## src/rtl/assert_macros.svh

```systemverilog
// Assertion macros shared by the RTL of the 2-opt move engine.
// Expects a clock named clk and an active-high reset named rst in scope.
`ifndef ASSERT_MACROS_SVH
`define ASSERT_MACROS_SVH

// Generic clocked property, disabled during reset.
`define ASSERT_CLK(label, prop, msg) \
  label: assert property (@(posedge clk) disable iff (rst) (prop)) else $error(msg);

// Same-cycle implication.
`define ASSERT_IMPLY(label, ante, cons, msg) \
  `ASSERT_CLK(label, (ante) |-> (cons), msg)

// Next-cycle implication.
`define ASSERT_NEXT(label, ante, cons, msg) \
  `ASSERT_CLK(label, (ante) |=> (cons), msg)

`endif

```

## src/rtl/tome_pkg.sv

```systemverilog
// Package for the 2-opt move engine: action and status codes, payload structs.
// No dependencies; used by tome_move_check and two_opt_move_engine_top.
package tome_pkg;

  localparam int NODE_BITS  = 6;
  localparam int POS_BITS   = 7;
  localparam int VALUE_BITS = 32;
  localparam int LEN_BITS   = 7;

  localparam logic [LEN_BITS-1:0] TOUR_LEN_RESET = 7'd64;

  typedef enum logic [1:0] {
    ACT_WRITE_DIST = 2'd0,
    ACT_WRITE_TOUR = 2'd1,
    ACT_MOVE       = 2'd2,
    ACT_READ_TOUR  = 2'd3
  } action_t;

  typedef enum logic [1:0] {
    ST_DONE    = 2'd0,
    ST_APPLIED = 2'd1,
    ST_REJECT  = 2'd2,
    ST_INVALID = 2'd3
  } status_t;

  typedef struct packed {
    action_t               action;
    logic [NODE_BITS-1:0]  row_node;
    logic [NODE_BITS-1:0]  col_node;
    logic [VALUE_BITS-1:0] dist_value;
    logic [POS_BITS-1:0]   pos_a;
    logic [POS_BITS-1:0]   pos_b;
    logic [NODE_BITS-1:0]  node_in;
  } item_t;

  typedef struct packed {
    status_t              status;
    logic [NODE_BITS-1:0] node_out;
  } result_t;

  // Move check: positions legal, and j sits at the tour end (D wraps).
  typedef struct packed {
    logic ok;
    logic wrap;
  } move_chk_t;

endpackage

```

## src/rtl/tome_move_check.sv

```systemverilog
// Move position check for the 2-opt move engine.
// Saturates the tour length and validates positions i and j. Depends on tome_pkg.
module tome_move_check #(
  parameter int MAX_NODES = 64
) (
  input  logic [tome_pkg::LEN_BITS-1:0] tour_length,
  input  logic [tome_pkg::POS_BITS-1:0] pos_a,
  input  logic [tome_pkg::POS_BITS-1:0] pos_b,
  output tome_pkg::move_chk_t           chk
);

  logic [tome_pkg::LEN_BITS-1:0] n;
  logic [tome_pkg::POS_BITS:0]   a8;
  logic [tome_pkg::POS_BITS:0]   b8;
  logic [tome_pkg::POS_BITS:0]   n8;

  always_comb begin
    n = (32'(tour_length) > 32'(MAX_NODES)) ? tome_pkg::LEN_BITS'(MAX_NODES) : tour_length;
    a8 = {1'b0, pos_a};
    b8 = {1'b0, pos_b};
    n8 = (tome_pkg::POS_BITS + 1)'(n);
    chk.ok = (n8 >= 8'd4) && (a8 >= 8'd1) && (a8 + 8'd2 <= n8) &&
             (b8 >= a8 + 8'd2) && (b8 <= n8) && !((a8 == 8'd1) && (b8 == n8));
    chk.wrap = (b8 == n8);
  end

endmodule

```

## config.mk

```make
export PLATFORM = sky130hd
export DESIGN_NAME = tome_move_check
export DESIGN_NICKNAME = d
export VERILOG_FILES = /design/src/rtl/assert_macros.svh /design/src/rtl/tome_pkg.sv /design/src/rtl/tome_move_check.sv
export SDC_FILE = /design/constraint.sdc
export NUM_CORES = 1
export LEC_CHECK = 0
export BUFFER_PORTS_ARGS = -buffer_cell sky130_fd_sc_hd__buf_2
export CAP_MARGIN = 20
export CORE_UTILIZATION = 31
export DETAILED_ROUTE_END_ITERATION = 12
export SLEW_MARGIN = 20
export SYNTH_ARGS = -nofsm -noshare
export SYNTH_HDL_FRONTEND = slang
export SYNTH_SLANG_ARGS = --single-unit
export TNS_END_PERCENT = 30
```

## constraint.sdc

```tcl
create_clock -name vclk -period 1.4
set_input_delay 0.07 -clock vclk [all_inputs]
set_output_delay 0.07 -clock vclk [all_outputs]
set_load 0.02 [all_outputs]
```

After elaboration in Yosys (flattened, before gate mapping)
Cells that the tools add are included.
{"block": "op_classes", "n_reduce_logical": 7, "mux": 1, "add_sub_neg": 1, "n_eq_ne": 2, "order_cmp": 6}
{"cell": "adder 7 x 2 -> 8 bit, second input constant", "n": 1}
{"cell": "greater-or-equal comparator 7 x 8 -> 1 bit", "n": 1}
{"cell": "less-or-equal comparator 8 x 7 -> 1 bit", "n": 1}
{"cell": "== test 7 x 1 -> 1 bit, second input constant", "n": 1}
{"cell": "== test 7 bit", "n": 1}
{"cell": "greater-or-equal comparator 7 x 1 -> 1 bit, second input constant", "n": 1}
{"cell": "greater-or-equal comparator 7 x 3 -> 1 bit, second input constant", "n": 1}
{"cell": "> comparator 7 bit, second input constant", "n": 1}
{"cell": "less-or-equal comparator 7 bit", "n": 1}
{"cell": "two-way mux 7 bit", "n": 1}
{"cell": "logical AND 1 bit", "n": 6}
{"cell": "zero test 1 bit", "n": 1}
{"block": "totals", "input_bits": 21, "ff_bits": 0, "output_inout_bits": 2, "word_cells": 17}

Longest topological paths before layout
{"block": "logic_depth", "depth_word": 8, "ltp_mapped": 9, "depth_no_buf": 9}

Least setup slack after synthesis
OpenSTA, ideal clock, no wires.
{"block": "synth_timing", "path_type": "input port to output port", "from": "in pos_a[1] (netlist name)", "to": "out chk[1] (netlist name)", "required_time_ps": 1330, "arrival_ps": 1898, "n_path_buf": 0, "slack_ps": -568, "cell_stages": 8, "cell_sequence": "ha_1 nand3_1 xnor2_1 ha_1 a21o_1 a211oi_1 a211oi_1 nor4_1"}
{"item": "start, declared", "line": "tome_move_check.sv:7", "text": "input logic [tome_pkg::POS_BITS-1:0] pos_a,"}
{"item": "end, declared", "line": "tome_move_check.sv:9", "text": "output tome_pkg::move_chk_t chk"}

==> qor.csv <==
stage,metric,value,unit
setup_path,buf_inv_stages_crit_path,2,
run_status,violations_in_the_final_reports,setup timing,
drt,drt_iter0_drc,1,
global_routing,grt_antenna_before_repair,0,
setup_path,max_stage_delay,0.32,ns
timing,layout_worst_path_cycle_share,1.28,
die,floorplan.rows,16,
layout,clock_buffers,0,
layout,mostFrequentLayoutCell,ha_1,
timing,grt_setup_unrepaired,true,
timing,final_hold_vio_count,0,
layout,area_delta_synth_final,64.5,%
layout,antenna-diode-count,0,
setup_path,timing.critical_path.to_type,output port,
setup_path,path_delay_family,compound AO/OA/AOI/OAI gates,
die,fp.coreArea,2020,um^2
die,dieWidth,49.1,um
placed_design,routability_driven_placement_congestion_ratio,0.747,
run_status,outcome,finished with violations,
layout,drive_gt1_frac,0.474,
drt,detail_route.wirelength,1.88,mm
layout,ff_latch_area,0,um^2
timing,maxSlewViolCount,0,
timing,setup_tns,-0.390,ns
yosys,ys_warn_count,0,
setup_path,setup_crit_start_kind,input pin,
global_routing,grt_usage,0.167,
timing,final_hold_slack,0.804,ns
power,cellLeakagePower,0.591,nW
yosys,syn_area,687,um^2
placed_design,place_worst_setup_slack,-0.587,ns
die,boundaryPins,23,
setup_path,timing.critical_path.arrival,1.72,ns
timing,postLayoutSetupSlackWorst,-0.390,ns
die,die-height,49.1,um
cts,hold_buffers,0,
setup_path,crit_path_cell_chain,buf_6 > ha_4 > nand3_4 > xnor2_2 > ha_1 > a21o_1 > a211oi_2 > a211oi_4 > nor4_4 > buf_4,
setup_path,required,1.33,ns
min_path,hp-class,in2out,
setup_path,slowest_stage,ha_1,
global_routing,grt_max_degree,7,
run,max-cap-violations,0,
yosys,netlist_top_cells_area,"ha_1 44%, inv_1 7.7%, a211oi_1 4.4%",
timing,setup_viol,1,
power,power.density_cell_area,333,nW/um^2
drt,post-route-drc-count,0,
drt,drtPass1Iterations,2,
timing,maxSlewHeadroom,0.816,
placed_design,hpwlAfterDp,1.70,mm
placed_design,buffer_ports.inserted,23,
timing,worstMarginPinSlew,0.276,ns
drt,via_count,807,
yosys,syn_area_per_cell,7.72,um^2
timing,highest_clock_rate,559,MHz
die,initial_utilization,0.340,
timing,min_period,1.79,ns
global_routing,grt-ovfl-total,0,
setup_path,timing.critical_path.fanout_max,4,
yosys,yosys.cell_types.count,27,
drt,ant_nets,0,
yosys,post_synth_inst_count,89,
drt,route.detailed.vias_per_inst,5.04,
die,design.die.area,2410,um^2
yosys,proportion_of_synthesized_chip_area_in_sequential_cells,0,
setup_path,critPathKind,in2out,
yosys,synth_top_cell_area_share,0.437,
global_routing,grt_first_pass_wirelength,3.27,mm
drt,per_cell_routed_wire_length,11.8,um
yosys,syn-num-nets,134,
layout,number_of_nets_in_the_layout,180,
global_routing,vias_in_the_first_global_route,768,
yosys,synth_largest_area_cell,ha_1,
layout,n_sequential_cell,0,
layout,final_cell_mix,"23 x ha_1, 22 x buf_4, 17 x buf_2, 11 x inv_1, 6 x nand2_1",
power,vdd.ir_drop.worst,0.000166,V
==> power breakdown <==
part	leakage, nW	internal [mW]	switching, mW
clock	0	0	0
combinational	0.591	0.195	0.182
sequential	0	0	0
total	0.591	0.195	0.182
==> routing by layer <==
metal  part of all wire  track usage  up-vias
li1                   -            -      424
met5                  0            0        -
met1               0.48        0.223      365
met4                  0            0        0
met3              0.024            0        0
met2               0.49        0.315       18
==> through the flow <==
step	utilization	instance area (um^2)	power, mW	instances
2_1_floorplan	-	742	0.198	89
3_3_place_gp	0.507	1030	0.328	157
3_5_place_dp	0.507	1030	0.337	157
4_1_cts	0.555	1120	0.380	160
5_1_grt	0.559	1130	0.423	160
6_report	0.559	1130	0.377	160
==> area by class of cell <==
type,instances,area (um^2)
inverter,14,52.6
tap,27,33.8
multi-input combinational,75,729
timing repair buffer,44,314
fill,194,892
==> synth_stat cells <==
cell type,n
or4_4,1
o221a_2,1
nor3b_1,1
a21oi_1,5
nor2b_1,2
nand3_1,5
xnor2_1,2
nor2_1,3
a211o_1,1
nor4_1,1
inv_1,14
xor2_1,2
o22ai_1,2
nand3b_1,1
a211oi_2,1
ha_1,24
or4_1,1
a211oi_1,4
o2111a_1,1
nor3_1,1
nand4_1,2
a21o_1,3
o21bai_1,1
o21ai_0,2
nor4_2,1
nand2_1,6
and3_1,1
==> logic make-up (layout without fill, tap and decap cells) <==
family	count (synthesis)	count (layout)	share of synthesized area
buf+inv	14	58	0.0765
compound gates	21	21	0.220
xor+xnor	4	4	0.0510
simple gates	26	26	0.215
fa+ha+maj	24	24	0.437
==> path summary, 6_finish.rpt <==
path | start | to | slack, ns | cells past startpoint
hold / removal | tour_length[2] | chk[1] | 0.80 | 5
setup / recovery | pos_a[2] | chk[1] | -0.39 | 10
==> timing repair <==
action / CTS / global route
gates resized for setup: 20 / 3
gates cloned: 0 / 0
buffers inserted: 3 / 0
setup endpoints to repair: 1 / 2
pin swaps: 13 / 6
(Power assumes the default switching activity.)
